===== src/rtl/core/lck_pkg.sv =====
`timescale 1ns / 1ps
// ----------------------------------------------------------------------------
// lck_pkg: shared types and constants of the Legendre Christoffel kernel
// Fixed-point widths, sequencer states and divider request/response structs.
// ----------------------------------------------------------------------------
package lck_pkg;

    // term count range
    localparam int MAX_TERMS = 64;
    localparam int K_W       = $clog2(MAX_TERMS);          // recurrence index k
    localparam int N_W       = $clog2(MAX_TERMS + 1);      // term count n

    // port fields
    localparam int CFG_W     = 7;
    localparam int POINT_W   = 18;
    localparam int KERN_W    = 29;
    localparam int DENS_W    = 22;

    // datapath widths
    localparam int P_W       = 32;                         // Pk, Q2.30
    localparam int XP_W      = 33;                         // round(x*Pk), signed
    localparam int SQ_W      = 33;                         // round(Pk^2), unsigned Q.30
    localparam int MUL_W     = 34;                         // shared multiplier operand
    localparam int PROD_W    = 2 * MUL_W;
    localparam int SUM_W     = SQ_W + 2 * K_W;             // weighted sum of squares
    localparam int NUM_W     = P_W + $clog2(3 * MAX_TERMS) + 1;
    localparam int DIV_STEP  = 4;                          // quotient bits per cycle
    localparam int DIV_W     = ((NUM_W - 1 + DIV_STEP - 1) / DIV_STEP) * DIV_STEP;
    localparam int DIV_ITER  = DIV_W / DIV_STEP;
    localparam int DIV_CNT_W = $clog2(DIV_ITER + 1);

    // constants
    localparam logic signed [POINT_W-1:0] POINT_MAX = POINT_W'(65536);
    localparam logic signed [POINT_W-1:0] POINT_MIN = -POINT_W'(65536);
    localparam logic signed [P_W-1:0]     ONE_Q30   = P_W'(64'd1 << 30);
    localparam logic signed [P_W-1:0]     PK_MAX    = {1'b0, {(P_W-1){1'b1}}};
    localparam logic signed [P_W-1:0]     PK_MIN    = {1'b1, {(P_W-1){1'b0}}};
    localparam logic [CFG_W-1:0]          TERMS_RST = CFG_W'(2);

    typedef logic signed [MUL_W-1:0]  t_mul;
    typedef logic signed [PROD_W-1:0] t_prod;

    typedef enum logic [3:0] {
        S_IDLE,
        S_SQ,
        S_SQR,
        S_WT,
        S_ACC,
        S_XP,
        S_XPR,
        S_M1,
        S_M2,
        S_NUM,
        S_DIVGO,
        S_DIV,
        S_FIN,
        S_DEN,
        S_OUT
    } t_state;

    typedef struct packed {
        logic             start;
        logic [DIV_W-1:0] dividend;
        logic [N_W-1:0]   divisor;
    } t_div_req;

    typedef struct packed {
        logic             done;
        logic [DIV_W-1:0] quotient;
    } t_div_rsp;

endpackage


===== src/rtl/core/lck_div.sv =====
`timescale 1ns / 1ps
// ----------------------------------------------------------------------------
// lck_div: iterative unsigned divider
// Restoring division of a wide dividend by a narrow divisor, several
// quotient bits per cycle; done pulses for a single cycle as the last step is registered.
// ----------------------------------------------------------------------------
module lck_div (
    input  logic              i_clk,
    input  logic              i_rst_n,
    input  lck_pkg::t_div_req i_req,
    output lck_pkg::t_div_rsp o_rsp
);

    logic                             r_busy;
    logic                             r_done;
    logic [lck_pkg::DIV_CNT_W-1:0]    r_cnt;
    logic [lck_pkg::DIV_W-1:0]        r_quo;
    logic [lck_pkg::DIV_W-1:0]        n_quo;
    logic [lck_pkg::N_W-1:0]          r_rem;
    logic [lck_pkg::N_W-1:0]          n_rem;
    logic [lck_pkg::N_W-1:0]          r_den;
    logic [lck_pkg::N_W:0]            wide;

    // DIV_STEP restoring steps; remainder stays below the divisor
    always_comb begin
        n_rem = r_rem;
        n_quo = r_quo;
        wide  = '0;
        for (int i = 0; i < lck_pkg::DIV_STEP; i++) begin
            wide  = {n_rem, n_quo[lck_pkg::DIV_W-1]};
            n_quo = {n_quo[lck_pkg::DIV_W-2:0], 1'b0};
            if (wide >= {1'b0, r_den}) begin
                n_rem    = lck_pkg::N_W'(wide - {1'b0, r_den});
                n_quo[0] = 1'b1;
            end else begin
                n_rem = wide[lck_pkg::N_W-1:0];
            end
        end
    end

    always_ff @(posedge i_clk) begin
        if (!i_rst_n) begin
            r_busy <= 1'b0;
            r_done <= 1'b0;
            r_cnt  <= '0;
        end else begin
            r_done <= 1'b0;
            if (i_req.start) begin
                r_busy <= 1'b1;
                r_cnt  <= lck_pkg::DIV_CNT_W'(lck_pkg::DIV_ITER);
            end else if (r_busy) begin
                r_cnt <= r_cnt - lck_pkg::DIV_CNT_W'(1);
                if (r_cnt == lck_pkg::DIV_CNT_W'(1)) begin
                    r_busy <= 1'b0;
                    r_done <= 1'b1;
                end
            end
        end
    end

    always_ff @(posedge i_clk) begin
        if (i_req.start) begin
            r_quo <= i_req.dividend;
            r_rem <= '0;
            r_den <= i_req.divisor;
        end else if (r_busy) begin
            r_quo <= n_quo;
            r_rem <= n_rem;
        end
    end

    assign o_rsp.done     = r_done;
    assign o_rsp.quotient = r_quo;

    a_no_restart: assert property (@(posedge i_clk) disable iff (!i_rst_n)
        i_req.start |-> !r_busy)
        else $error("divider started while busy");

    a_cnt_live: assert property (@(posedge i_clk) disable iff (!i_rst_n)
        r_busy |-> (r_cnt != '0))
        else $error("divider busy with empty step count");

    a_done_end: assert property (@(posedge i_clk) disable iff (!i_rst_n)
        $fell(r_busy) |-> r_done)
        else $error("divider finished without done");

endmodule


===== src/rtl/core/legendre_christoffel_kernel.sv =====
`timescale 1ns / 1ps
// ----------------------------------------------------------------------------
// legendre_christoffel_kernel: Christoffel kernel of Legendre polynomials
// Runs the three-term Legendre recurrence at one point and returns the
// kernel sum of (2k+1)*Pk(x)^2 and the density kernel/(2n).
// ----------------------------------------------------------------------------
//
//  channel  | direction | handshake                  | payload
//  ---------+-----------+----------------------------+---------------------------
//  cfg      | in        | i_cfg_valid / o_cfg_ready  | i_cfg_term_count (n)
//  in       | in        | i_in_valid  / o_in_ready   | i_point (Q2.16)
//  out      | out       | o_out_valid / i_out_ready  | o_kernel_value, o_density_value
//
//  Sequence: one item at a time. Each recurrence step forms the numerator on
//  the shared multiplier (S_XP, S_XPR, S_M1, S_M2, S_NUM, S_DIVGO), divides
//  it in the divider (4 quotient bits a cycle, then done) and squares and
//  weights the new term (S_SQ, S_SQR, S_WT, S_ACC). The result waits for
//  i_out_ready; o_in_ready returns in the cycle after the result is taken.
//  Reset: synchronous, active low; term count returns to 2, sequencer idles.
//  Stalls: o_in_ready is high only while idle; the result holds in the
//  output registers until taken. Config writes are always taken.
//
// Datapath notes:
//  - one signed 34x34 multiplier, product registered, shared by the squares,
//    the weights, x*Pk, (2k+1)*xp and k*P(k-1)
//  - one iterative divider for the /(k+1) of each step and the final /n
//  - rounding is to nearest with ties away from zero; division rounding is
//    folded in by adding half the divisor to the magnitude first
// ----------------------------------------------------------------------------
module legendre_christoffel_kernel (
    input  logic                              i_clk,
    input  logic                              i_rst_n,
    // configuration
    input  logic                              i_cfg_valid,
    output logic                              o_cfg_ready,
    input  logic [lck_pkg::CFG_W-1:0]         i_cfg_term_count,
    // input items
    input  logic                              i_in_valid,
    output logic                              o_in_ready,
    input  logic signed [lck_pkg::POINT_W-1:0] i_point,
    // result items
    output logic                              o_out_valid,
    input  logic                              i_out_ready,
    output logic [lck_pkg::KERN_W-1:0]        o_kernel_value,
    output logic [lck_pkg::DENS_W-1:0]        o_density_value
);

    // ------------------------------------------------------------------
    // registers
    // ------------------------------------------------------------------
    lck_pkg::t_state                     r_state, n_state;
    logic [lck_pkg::CFG_W-1:0]           r_term_count;
    logic [lck_pkg::N_W-1:0]             r_terms, n_terms;     // effective n
    logic [lck_pkg::K_W-1:0]             r_k, n_k;             // index of P current
    logic signed [lck_pkg::P_W-1:0]      r_x30, n_x30;
    logic signed [lck_pkg::P_W-1:0]      r_p_prev, n_p_prev;
    logic signed [lck_pkg::P_W-1:0]      r_p_cur, n_p_cur;
    logic [lck_pkg::SUM_W-1:0]           r_sum, n_sum;
    logic [lck_pkg::SQ_W-1:0]            r_sq, n_sq;
    logic signed [lck_pkg::XP_W-1:0]     r_xp, n_xp;
    logic signed [lck_pkg::NUM_W-1:0]    r_t1, n_t1;
    logic signed [lck_pkg::NUM_W-1:0]    r_num, n_num;
    logic                                r_neg, n_neg;
    lck_pkg::t_prod                      r_prod, n_prod;
    logic [lck_pkg::KERN_W-1:0]          r_kern, n_kern;
    logic [lck_pkg::DENS_W-1:0]          r_dens, n_dens;

    // ------------------------------------------------------------------
    // combinational helpers
    // ------------------------------------------------------------------
    logic [lck_pkg::N_W-1:0]             eff_terms;
    logic signed [lck_pkg::POINT_W-1:0]  x_sat;
    logic signed [lck_pkg::P_W-1:0]      x30_in;
    logic [lck_pkg::K_W:0]               weight;      // 2k+1
    logic [lck_pkg::N_W-1:0]             k_plus1;
    logic [lck_pkg::N_W-1:0]             half;
    lck_pkg::t_mul                       mul_a, mul_b;
    logic [lck_pkg::PROD_W-1:0]          prod_mag;
    logic [lck_pkg::PROD_W-1:0]          xp_rnd;
    logic [lck_pkg::XP_W-1:0]            xp_mag;
    logic [lck_pkg::PROD_W-1:0]          sq_rnd;
    logic [lck_pkg::NUM_W-1:0]           num_u;
    logic [lck_pkg::NUM_W-1:0]           mag_rnd;
    logic [lck_pkg::SUM_W:0]             kern_rnd;
    logic [lck_pkg::SUM_W:0]             dens_num;
    logic [lck_pkg::DIV_W-1:0]           quo;
    logic signed [lck_pkg::P_W-1:0]      p_next;
    lck_pkg::t_div_req                   div_req;
    lck_pkg::t_div_rsp                   div_rsp;

    // term count: zero acts as one, large values clamp to the maximum
    always_comb begin
        if (r_term_count == '0) begin
            eff_terms = lck_pkg::N_W'(1);
        end else if (32'(r_term_count) > lck_pkg::MAX_TERMS) begin
            eff_terms = lck_pkg::N_W'(lck_pkg::MAX_TERMS);
        end else begin
            eff_terms = lck_pkg::N_W'(r_term_count);
        end
    end

    // point clamp to [-1, 1], then Q2.16 -> Q2.30
    always_comb begin
        if (i_point > lck_pkg::POINT_MAX) begin
            x_sat = lck_pkg::POINT_MAX;
        end else if (i_point < lck_pkg::POINT_MIN) begin
            x_sat = lck_pkg::POINT_MIN;
        end else begin
            x_sat = i_point;
        end
    end
    assign x30_in = lck_pkg::P_W'(x_sat) <<< 14;

    assign weight  = {r_k, 1'b1};
    assign k_plus1 = lck_pkg::N_W'(r_k) + lck_pkg::N_W'(1);
    assign half    = k_plus1 >> 1;

    // round(x*Pk / 2^30), ties away from zero
    assign prod_mag = r_prod[lck_pkg::PROD_W-1] ? lck_pkg::PROD_W'(-r_prod)
                                                : lck_pkg::PROD_W'(r_prod);
    assign xp_rnd   = prod_mag + lck_pkg::PROD_W'(64'd1 << 29);
    assign xp_mag   = xp_rnd[30 +: lck_pkg::XP_W];

    // round(Pk^2 / 2^30), product is never negative
    assign sq_rnd   = lck_pkg::PROD_W'(r_prod) + lck_pkg::PROD_W'(64'd1 << 29);

    // |num| + (k+1)/2 ahead of the divider
    assign num_u    = r_num;
    assign mag_rnd  = r_num[lck_pkg::NUM_W-1]
                    ? (~num_u + lck_pkg::NUM_W'(half) + lck_pkg::NUM_W'(1))
                    : (num_u + lck_pkg::NUM_W'(half));

    // final scaling
    assign kern_rnd = {1'b0, r_sum} + (lck_pkg::SUM_W+1)'(64'd1 << 13);
    assign dens_num = {1'b0, r_sum} + ((lck_pkg::SUM_W+1)'(r_terms) << 14);

    // signed quotient back to Q2.30 with saturation
    assign quo = div_rsp.quotient;
    always_comb begin
        if (!r_neg) begin
            if (quo > lck_pkg::DIV_W'(lck_pkg::PK_MAX)) begin
                p_next = lck_pkg::PK_MAX;
            end else begin
                p_next = lck_pkg::P_W'(quo);
            end
        end else begin
            if (quo >= (lck_pkg::DIV_W'(1) << (lck_pkg::P_W - 1))) begin
                p_next = lck_pkg::PK_MIN;
            end else begin
                p_next = lck_pkg::P_W'(~quo + lck_pkg::DIV_W'(1));
            end
        end
    end

    // ------------------------------------------------------------------
    // sequencer: next state, multiplier operands, divider requests
    // ------------------------------------------------------------------
    always_comb begin
        n_state  = r_state;
        n_terms  = r_terms;
        n_k      = r_k;
        n_x30    = r_x30;
        n_p_prev = r_p_prev;
        n_p_cur  = r_p_cur;
        n_sum    = r_sum;
        n_sq     = r_sq;
        n_xp     = r_xp;
        n_t1     = r_t1;
        n_num    = r_num;
        n_neg    = r_neg;
        n_kern   = r_kern;
        n_dens   = r_dens;
        mul_a    = '0;
        mul_b    = '0;
        div_req  = '0;

        case (r_state)
            lck_pkg::S_IDLE: begin
                if (i_in_valid) begin
                    n_terms  = eff_terms;
                    n_x30    = x30_in;
                    n_p_prev = lck_pkg::ONE_Q30;
                    n_p_cur  = x30_in;
                    // square of P0 is exactly 1.0
                    n_sum    = lck_pkg::SUM_W'(lck_pkg::ONE_Q30);
                    n_k      = lck_pkg::K_W'(1);
                    n_state  = (eff_terms >= lck_pkg::N_W'(2)) ? lck_pkg::S_SQ
                                                                : lck_pkg::S_FIN;
                end
            end
            lck_pkg::S_SQ: begin
                mul_a   = lck_pkg::t_mul'(r_p_cur);
                mul_b   = lck_pkg::t_mul'(r_p_cur);
                n_state = lck_pkg::S_SQR;
            end
            lck_pkg::S_SQR: begin
                n_sq    = sq_rnd[30 +: lck_pkg::SQ_W];
                n_state = lck_pkg::S_WT;
            end
            lck_pkg::S_WT: begin
                mul_a   = lck_pkg::t_mul'(weight);
                mul_b   = lck_pkg::t_mul'(r_sq);
                n_state = lck_pkg::S_ACC;
            end
            lck_pkg::S_ACC: begin
                n_sum   = r_sum + r_prod[lck_pkg::SUM_W-1:0];
                n_state = (k_plus1 < r_terms) ? lck_pkg::S_XP : lck_pkg::S_FIN;
            end
            lck_pkg::S_XP: begin
                mul_a   = lck_pkg::t_mul'(r_x30);
                mul_b   = lck_pkg::t_mul'(r_p_cur);
                n_state = lck_pkg::S_XPR;
            end
            lck_pkg::S_XPR: begin
                n_xp    = r_prod[lck_pkg::PROD_W-1] ? -$signed(xp_mag) : $signed(xp_mag);
                n_state = lck_pkg::S_M1;
            end
            lck_pkg::S_M1: begin
                mul_a   = lck_pkg::t_mul'(weight);
                mul_b   = lck_pkg::t_mul'(r_xp);
                n_state = lck_pkg::S_M2;
            end
            lck_pkg::S_M2: begin
                n_t1    = lck_pkg::NUM_W'(r_prod);
                mul_a   = lck_pkg::t_mul'(r_k);
                mul_b   = lck_pkg::t_mul'(r_p_prev);
                n_state = lck_pkg::S_NUM;
            end
            lck_pkg::S_NUM: begin
                n_num   = r_t1 - lck_pkg::NUM_W'(r_prod);
                n_state = lck_pkg::S_DIVGO;
            end
            lck_pkg::S_DIVGO: begin
                div_req.start    = 1'b1;
                div_req.dividend = lck_pkg::DIV_W'(mag_rnd);
                div_req.divisor  = k_plus1;
                n_neg            = r_num[lck_pkg::NUM_W-1];
                n_state          = lck_pkg::S_DIV;
            end
            lck_pkg::S_DIV: begin
                if (div_rsp.done) begin
                    n_p_prev = r_p_cur;
                    n_p_cur  = p_next;
                    n_k      = r_k + lck_pkg::K_W'(1);
                    n_state  = lck_pkg::S_SQ;
                end
            end
            lck_pkg::S_FIN: begin
                if (|kern_rnd[lck_pkg::SUM_W:14+lck_pkg::KERN_W]) begin
                    n_kern = '1;
                end else begin
                    n_kern = kern_rnd[14 +: lck_pkg::KERN_W];
                end
                div_req.start    = 1'b1;
                div_req.dividend = lck_pkg::DIV_W'(dens_num[lck_pkg::SUM_W:15]);
                div_req.divisor  = r_terms;
                n_state          = lck_pkg::S_DEN;
            end
            lck_pkg::S_DEN: begin
                if (div_rsp.done) begin
                    if (|quo[lck_pkg::DIV_W-1:lck_pkg::DENS_W]) begin
                        n_dens = '1;
                    end else begin
                        n_dens = quo[lck_pkg::DENS_W-1:0];
                    end
                    n_state = lck_pkg::S_OUT;
                end
            end
            lck_pkg::S_OUT: begin
                if (i_out_ready) begin
                    n_state = lck_pkg::S_IDLE;
                end
            end
            default: begin
                n_state = lck_pkg::S_IDLE;
            end
        endcase
    end

    // shared multiplier, product registered
    assign n_prod = mul_a * mul_b;

    // ------------------------------------------------------------------
    // state and config registers
    // ------------------------------------------------------------------
    always_ff @(posedge i_clk) begin
        if (!i_rst_n) begin
            r_state      <= lck_pkg::S_IDLE;
            r_term_count <= lck_pkg::TERMS_RST;
        end else begin
            r_state <= n_state;
            if (i_cfg_valid && o_cfg_ready) begin
                r_term_count <= i_cfg_term_count;
            end
        end
    end

    // datapath registers, no reset needed
    always_ff @(posedge i_clk) begin
        r_terms  <= n_terms;
        r_k      <= n_k;
        r_x30    <= n_x30;
        r_p_prev <= n_p_prev;
        r_p_cur  <= n_p_cur;
        r_sum    <= n_sum;
        r_sq     <= n_sq;
        r_xp     <= n_xp;
        r_t1     <= n_t1;
        r_num    <= n_num;
        r_neg    <= n_neg;
        r_prod   <= n_prod;
        r_kern   <= n_kern;
        r_dens   <= n_dens;
    end

    // ------------------------------------------------------------------
    // divider
    // ------------------------------------------------------------------
    lck_div u_div (
        .i_clk   (i_clk),
        .i_rst_n (i_rst_n),
        .i_req   (div_req),
        .o_rsp   (div_rsp)
    );

    // ------------------------------------------------------------------
    // ports
    // ------------------------------------------------------------------
    assign o_cfg_ready     = 1'b1;
    assign o_in_ready      = (r_state == lck_pkg::S_IDLE);
    assign o_out_valid     = (r_state == lck_pkg::S_OUT);
    assign o_kernel_value  = r_kern;
    assign o_density_value = r_dens;

    // ------------------------------------------------------------------
    // assertions
    // ------------------------------------------------------------------
    a_one_item: assert property (@(posedge i_clk) disable iff (!i_rst_n)
        !(o_in_ready && o_out_valid))
        else $error("input taken while a result is pending");

    a_busy_after_accept: assert property (@(posedge i_clk) disable iff (!i_rst_n)
        (i_in_valid && o_in_ready) |=> !o_in_ready)
        else $error("ready did not drop after accept");

    a_step_in_range: assert property (@(posedge i_clk) disable iff (!i_rst_n)
        (r_state == lck_pkg::S_XP) |-> (k_plus1 < r_terms))
        else $error("recurrence step beyond term count");

    a_dens_le_kern: assert property (@(posedge i_clk) disable iff (!i_rst_n)
        o_out_valid |->
            ({{(lck_pkg::KERN_W-lck_pkg::DENS_W){1'b0}}, o_density_value}
             <= o_kernel_value))
        else $error("density above kernel");

endmodule

===== config.mk =====
export PLATFORM = sky130hd
export DESIGN_NAME = legendre_christoffel_kernel
export DESIGN_NICKNAME = d
export VERILOG_FILES = /design/src/rtl/core/lck_pkg.sv /design/src/rtl/core/lck_div.sv /design/src/rtl/core/legendre_christoffel_kernel.sv
export SDC_FILE = /design/constraint.sdc
export NUM_CORES = 2
export LEC_CHECK = 0
export ABC_CLOCK_PERIOD_IN_PS = 17100
export BUFFER_PORTS_ARGS = -buffer_cell sky130_fd_sc_hd__clkbuf_2
export CAP_MARGIN = 0
export CORE_ASPECT_RATIO = 1.4
export CORE_MARGIN = 2
export CORE_UTILIZATION = 45
export DETAILED_ROUTE_END_ITERATION = 7
export PLACE_DENSITY = 0.58
export REMOVE_ABC_BUFFERS = 1
export SLEW_MARGIN = 20
export SYNTH_ARGS = -nofsm -noshare
export SYNTH_HDL_FRONTEND = slang
export SYNTH_SLANG_ARGS = --single-unit

===== constraint.sdc =====
create_clock -name i_clk -period 17.1 [get_ports i_clk]
set_input_delay 2.565 -clock i_clk [delete_from_list [all_inputs] [get_ports i_clk]]
set_output_delay 2.565 -clock i_clk [all_outputs]
set_load 0.01 [all_outputs]

### Yosys cells after proc, flatten, opt, wreduce, memory -nomap -nowiden

Cells that the tools add are included.
Widths: inputs -> output; s select.

| operators by class | value |
|---|---|
| bitwise gates (word level) | 4 |
| add/sub/neg operators | 19 |
| multiplexer cells | 47 |
| multiply operators | 1 |
| magnitude comparators | 11 |
| eq/ne operators | 19 |
| reduce and logical (&&, ||, !) cells | 16 |

Operator list:

| kind | count |
|---|---|
| $pmux 34 s4 | 2 |
| $mux 32 | 7 |
| $pmux 32 s2 | 2 |
| $add 63x30->63 const B | 2 |
| $mux 40 | 3 |
| $pmux 48 s2 | 1 |
| $pmux 45 s2 | 1 |
| $add 40x6->40 | 2 |
| $mul 34x34->68 | 1 |
| $mux 63 | 1 |
| $neg 63->63 | 1 |
| $pmux 4 s15 | 1 |
| $add 45x14->46 const B | 1 |
| $add 45x21->46 | 1 |
| $add 45x45->45 | 1 |
| $mux 45 | 1 |
| $mux 7 | 6 |
| $sub 41x41->41 | 1 |
| $add 40x1->40 const B | 1 |
| $ge 40x32->1 const B | 1 |
| $gt 40x31->1 const B | 1 |
| $not 40->40 | 1 |
| $mux 18 | 2 |
| $mux 33 | 1 |
| other kinds (33) | 75 |

| storage, ports and cells | value |
|---|---|
| logic and storage cells | 140 |
| output and inout port bits | 54 |
| input port bits | 30 |
| bits in registers | 479 |

### Depth between registers and ports, before layout

| logic depth | value |
|---|---|
| depth after elaboration | 10 |
| gate-level depth with buffers | 43 |
| depth with buffers taken out | 41 |

### By module

Synthesis repeated with hierarchy kept, for this count alone.

| second synthesis, totals | value |
|---|---|
| cells, all modules | 7400 |
| area, all modules | 68997.4 um^2 |

Modules (own cells, without submodules):

| module | area an instance (um^2) | times used | cells each |
|---|---|---|---|
| legendre_christoffel_kernel | 64897.2 | 1 | 7033 |
| lck_div | 4100.2 | 1 | 367 |

### Worst setup path after synthesis

No wires, ideal clock.

| timing | value |
|---|---|
| kind | register -> register |
| start | register r_state[0] |
| end | register r_prod[62] |
| buffers on the path | 4 |
| required time | 17.028 ns |
| arrival time | 10.608 ns |
| clock period less this slack | 10.680 ns |
| slack | 6.420 ns |
| stages on the path, launching flop included | 33 |
| cells stage by stage | dfxtp_1 -> clkbuf_1 -> nand2b_1 -> nor3_1 -> clkbuf_1 -> clkbuf_1 -> a22oi_1 -> and2_1 -> clkbuf_1 -> nor2_1 -> fa_1 -> inv_1 -> fa_1 -> inv_1 -> fa_1 -> inv_1 -> fa_1 -> inv_1 -> fa_1 -> fa_1 -> fa_1 -> inv_1 -> fa_1 -> inv_1 -> ha_1 -> nand3_1 -> or3_1 -> o21ai_0 -> a21oi_1 -> o31ai_1 -> a21oi_1 -> o21ai_0 -> xor2_1 |

| on the way | value |
|---|---|
| word-level cells in the longest chain between the ends | 4 |
| elaborated cells between the ends (all ways) | 10 |
| those cells by class | 1 x mul; 5 x eq/ne; 2 x mux; 2 x reduce/logical |

RTL lines:

| element | line | source |
|---|---|---|
| start, declared | legendre_christoffel_kernel.sv:51 | `lck_pkg::t_state r_state, n_state;` |
| start signal, assigned | legendre_christoffel_kernel.sv:288 | `r_state <= lck_pkg::S_IDLE;` |
| start signal, assigned | legendre_christoffel_kernel.sv:291 | `r_state <= n_state;` |
| $eq 4x3->1, or another cell as far along | legendre_christoffel_kernel.sv:177 | `case (r_state)` |
| $reduce_or 2->1 (no source line) | -- |  |
| $pmux 34 s4 | legendre_christoffel_kernel.sv:177 |  |
| $mul 34x34->68 * | legendre_christoffel_kernel.sv:281 | `assign n_prod = mul_a * mul_b;` |
| via n_prod[62] | legendre_christoffel_kernel.sv:64 | `lck_pkg::t_prod r_prod, n_prod;` |
| end signal, assigned | legendre_christoffel_kernel.sv:311 | `r_prod <= n_prod;` |
| end, declared | legendre_christoffel_kernel.sv:64 |  |

The timed path passes the listed nets; every way through them passes the cells marked *.
A chain may end at the register's enable or synchronous reset.

### Worst setup path after layout

| timing | value |
|---|---|
| start | register r_state[0] |
| end | register r_prod[67] |

The elaborated chain is that of the path after synthesis.

==> impl_metrics.env <==
export IMPL_synth_distinct_cells=87
export IMPL_cts_root_buffer="clkbuf_16"
export IMPL_synthCells=7456
export IMPL_total_leakage_power_nw=33.30
export IMPL_rsz0062_at_grt="false"
export IMPL_avgSynthCellArea_um2=9.197
export IMPL_fmax_mhz=86.21
export IMPL_cp_top_family="adder cells"
export IMPL_grt_usage=0.3049
export IMPL_maxCapViolCount=0
export IMPL_min_period_ns=11.60
export IMPL_synth_ff_type="edfxtp_1"
export IMPL_max_vdd_ir_drop_uv=328.6
export IMPL_synth_area_mm2=0.06857
export IMPL_async_flop_share=0
export IMPL_clockBufferDepth=3
export IMPL_tightest_slew_ns=1.185
export IMPL_relSlewSlack=0.2100
export IMPL_ant_nets=0
export IMPL_finalCritPeriodShare=0.6783
export IMPL_grt_start_max_net_pins=71
export IMPL_cts_buffers=45
export IMPL_areaGrowthSynthToFinish_pct=6.461
export IMPL_synth_warnings=0
export IMPL_worstReg2RegStart="r_state[0]$_SDFFE_PN0P_"
export IMPL_status="complete, no violations"
export IMPL_fin_worst_skew_ns=0.02392
export IMPL_slowest_stage="a22o_1"
export IMPL_regToRegSetupSlack_ns=5.50
export IMPL_cp_end_kind="flip-flop"
export IMPL_arrival_ns=12.13
export IMPL_cp_num_cells=30
export IMPL_via_per_inst=5.647
export IMPL_num_io_pins=84
export IMPL_min_path_cells=2
export IMPL_nNetsFinal=8992
export IMPL_die_w_um=333.9
export IMPL_die_area_mm2=0.1556
export IMPL_cp_start_kind="flip-flop"
export IMPL_clkLatencyLatePin_ns=0.63
export IMPL_rows=169
export IMPL_rr_worst_depth=30
export IMPL_place_detailed_hpwl_um=187100
export IMPL_drtPass1Iterations=6
export IMPL_cp_required_ns=17.63
export IMPL_first_global_vias=57110
export IMPL_critPathKind="reg2reg"
export IMPL_final_cells=9414
export IMPL_path_buf_inv=6
export IMPL_initial_utilization=0.4529
export IMPL_drt_total_wl_um=231600
export IMPL_crit_top_cell="fa_1"
export IMPL_core_area_mm2=0.1514
export IMPL_synth_seq_cells=475
export IMPL_grt_pass1_wl_um=354600
export IMPL_power_density_mw_per_mm2=205.5
export IMPL_clock_sinks=475
export IMPL_drive_gt1_frac=0.05479
export IMPL_slowest_delay_ns=1.01
export IMPL_grt_overflow=0
export IMPL_hp_start="u_div.r_rem[6]$_SDFFE_PN0P_"
export IMPL_slew_violations=0
export IMPL_place_congestion=0.9474
export IMPL_cts_resized=0
export IMPL_num_vias=53160
export IMPL_clk_pin_slew_ns=0.07
export IMPL_power_mw=15.01
export IMPL_wl_per_cell_um=24.60
export IMPL_synth_seq_area_share=0.1952
export IMPL_tns_ns=0
export IMPL_htree_num_levels=2
export IMPL_holdPathEnd="u_div.r_rem[6]$_SDFFE_PN0P_"
export IMPL_die_h_um=465.9
export IMPL_ctsHoldBuffers=0
export IMPL_r2r_end="r_prod[67]$_DFF_P_"
export IMPL_cts_setup_buffers=0
export IMPL_io_buffers=82
export IMPL_drc=0
export IMPL_final_hold_violation_count=0
export IMPL_hold_ws_ns=0.5101
export IMPL_critPathMaxFanout=52
export IMPL_grt_antenna_before_repair=4
export IMPL_synth_edf_count=387
export IMPL_dpl_cell_count=9331
export IMPL_setup_violations=0
export IMPL_hold_path_class="reg2reg"
export IMPL_first_iter_violations=4143
export IMPL_cts_tree="yes"
final cells by class:
cell class | count | area (um2)
clock buffer | 65 | 1285
clock inverter | 17 | 167.7
tap | 1966 | 2460
fill | 14490 | 78400
sequential | 475 | 13380
inverter | 1424 | 5345
antenna | 1 | 2.502
multi-input combinational | 5226 | 48760
timing repair buffer | 240 | 1597
state kept, by name, summed over array words and instances (netlist names), 29 cells and up:
| name | flops |
|---|---|
| o_kernel_value | 29 |
| num_u | 41 |
| r_sq | 33 |
| r_t1 | 41 |
| r_xp | 33 |
| r_prod | 64 |
| r_p_prev | 32 |
| u_div.r_quo | 40 |
| r_p_cur | 32 |
| r_sum | 45 |
how the worst max path moves through the flow:
stage,to,start,slack (ns)
3_5_place_dp,r_prod[67]$_DFF_P_,r_state[0]$_SDFFE_PN0P_,5.61
3_3_place_gp,r_prod[67]$_DFF_P_,r_state[0]$_SDFFE_PN0P_,5.79
6_report,r_prod[67]$_DFF_P_,r_state[0]$_SDFFE_PN0P_,5.50
4_1_cts,r_prod[67]$_DFF_P_,r_state[0]$_SDFFE_PN0P_,5.58
2_1_floorplan,r_prod[62]$_DFF_P_,r_state[0]$_SDFFE_PN0P_,0.58
5_1_grt,r_prod[67]$_DFF_P_,r_state[0]$_SDFFE_PN0P_,4.98
Yosys cell counts (39+ instances only):
master	n	area, um2
nor2_1	845	3172
fa_1	1202	24060
a22oi_1	109	818.3
o21ai_0	202	1011
ha_1	348	4354
dfxtp_1	88	1762
nand3_1	83	415.4
a21oi_1	230	1151
nand4_1	44	275.3
xor2_1	124	1086
inv_1	1423	5341
a21o_1	103	773.2
a211oi_1	39	292.8
nor4_1	39	244.0
nand2_1	801	3007
nand2b_1	48	300.3
and2_1	100	625.6
edfxtp_1	387	11620
clkbuf_1	304	1141
nor3_1	107	535.5
nor2b_1	46	287.8
xnor2_1	246	2155
metrics by stage:
stage               worst slack, ns    util  instance area, um2
global route                  4.985  0.4822               73010
floorplan                    0.5804       -               67310
finish                        5.501  0.4822               73010
detailed placement            5.610  0.4726               71550
global placement              5.792  0.4725               71540
CTS                           5.580  0.4822               73000
worst register-to-register path, delay by kind of cell (launching register included):
kind,cells,cell delay [ns]
xor gates and xnor gates,1,0.16
adders and majority gates,9,4.63
and+or+nand+nor,3,0.72
AOI/OAI and AO/OA,11,4.50
DFF,1,0.70
buffers and inverters,6,0.80
power breakdown:
group	internal [mW]	leakage, nW	switching [mW]
sequential	1.75	4.24	0.438
clock	0.548	0.710	0.488
combinational	4.23	28.3	7.55
total	6.53	33.3	8.47
logic make-up (layout without fill, tap and decap cells):
| group | Yosys count | count (layout) | share of synthesized area |
|---|---|---|---|
| fa+ha+maj | 1550 | 1550 | 0.4144 |
| other cells | 1 | 2 | 0.00005469 |
| buf+inv | 1755 | 1746 | 0.09637 |
| simple gates | 2285 | 2285 | 0.1470 |
| flops | 475 | 475 | 0.1952 |
| compound gates | 982 | 982 | 0.09402 |
| mux | 38 | 38 | 0.005766 |
| xor+xnor | 370 | 370 | 0.04726 |
per-layer routing:
metal / vias to the layer above / global-route usage / part of all wire
li1: 23410 / - / -
met1: 27130 / 0.3502 / 0.36
met2: 1993 / 0.5477 / 0.51
met3: 626 / 0.03432 / 0.057
met4: 2 / 0.1777 / 0.071
met5: - / 0 / 0.000086
cell usage in the layout, fill, tap and decap left out, types with 26 or more instances in the layout:
master | synthesis | layout
inv_1 | 1423 | 1422
fa_1 | 1202 | 1201
nor2_1 | 845 | 838
nand2_1 | 801 | 799
edfxtp_1 | 387 | 387
ha_1 | 348 | 348
xnor2_1 | 246 | 246
a21oi_1 | 230 | 229
o21ai_0 | 202 | 202
buf_4 | 4 | 158
xor2_1 | 124 | 124
a22oi_1 | 109 | 105
a21o_1 | 103 | 103
nor3_1 | 107 | 101
and2_1 | 100 | 99
dfxtp_1 | 88 | 87
nand3_1 | 83 | 83
clkbuf_2 | 0 | 82
nand2b_1 | 48 | 48
clkbuf_16 | 0 | 48
nor2b_1 | 46 | 46
nand4_1 | 44 | 44
a211oi_1 | 39 | 39
or2_2 | 38 | 38
nor4_1 | 39 | 38
and3_1 | 34 | 34
a31oi_1 | 34 | 34
or3_1 | 33 | 32
o21bai_1 | 31 | 31
o31ai_1 | 29 | 29
mux2i_1 | 26 | 26
(Power assumes the default switching activity.)
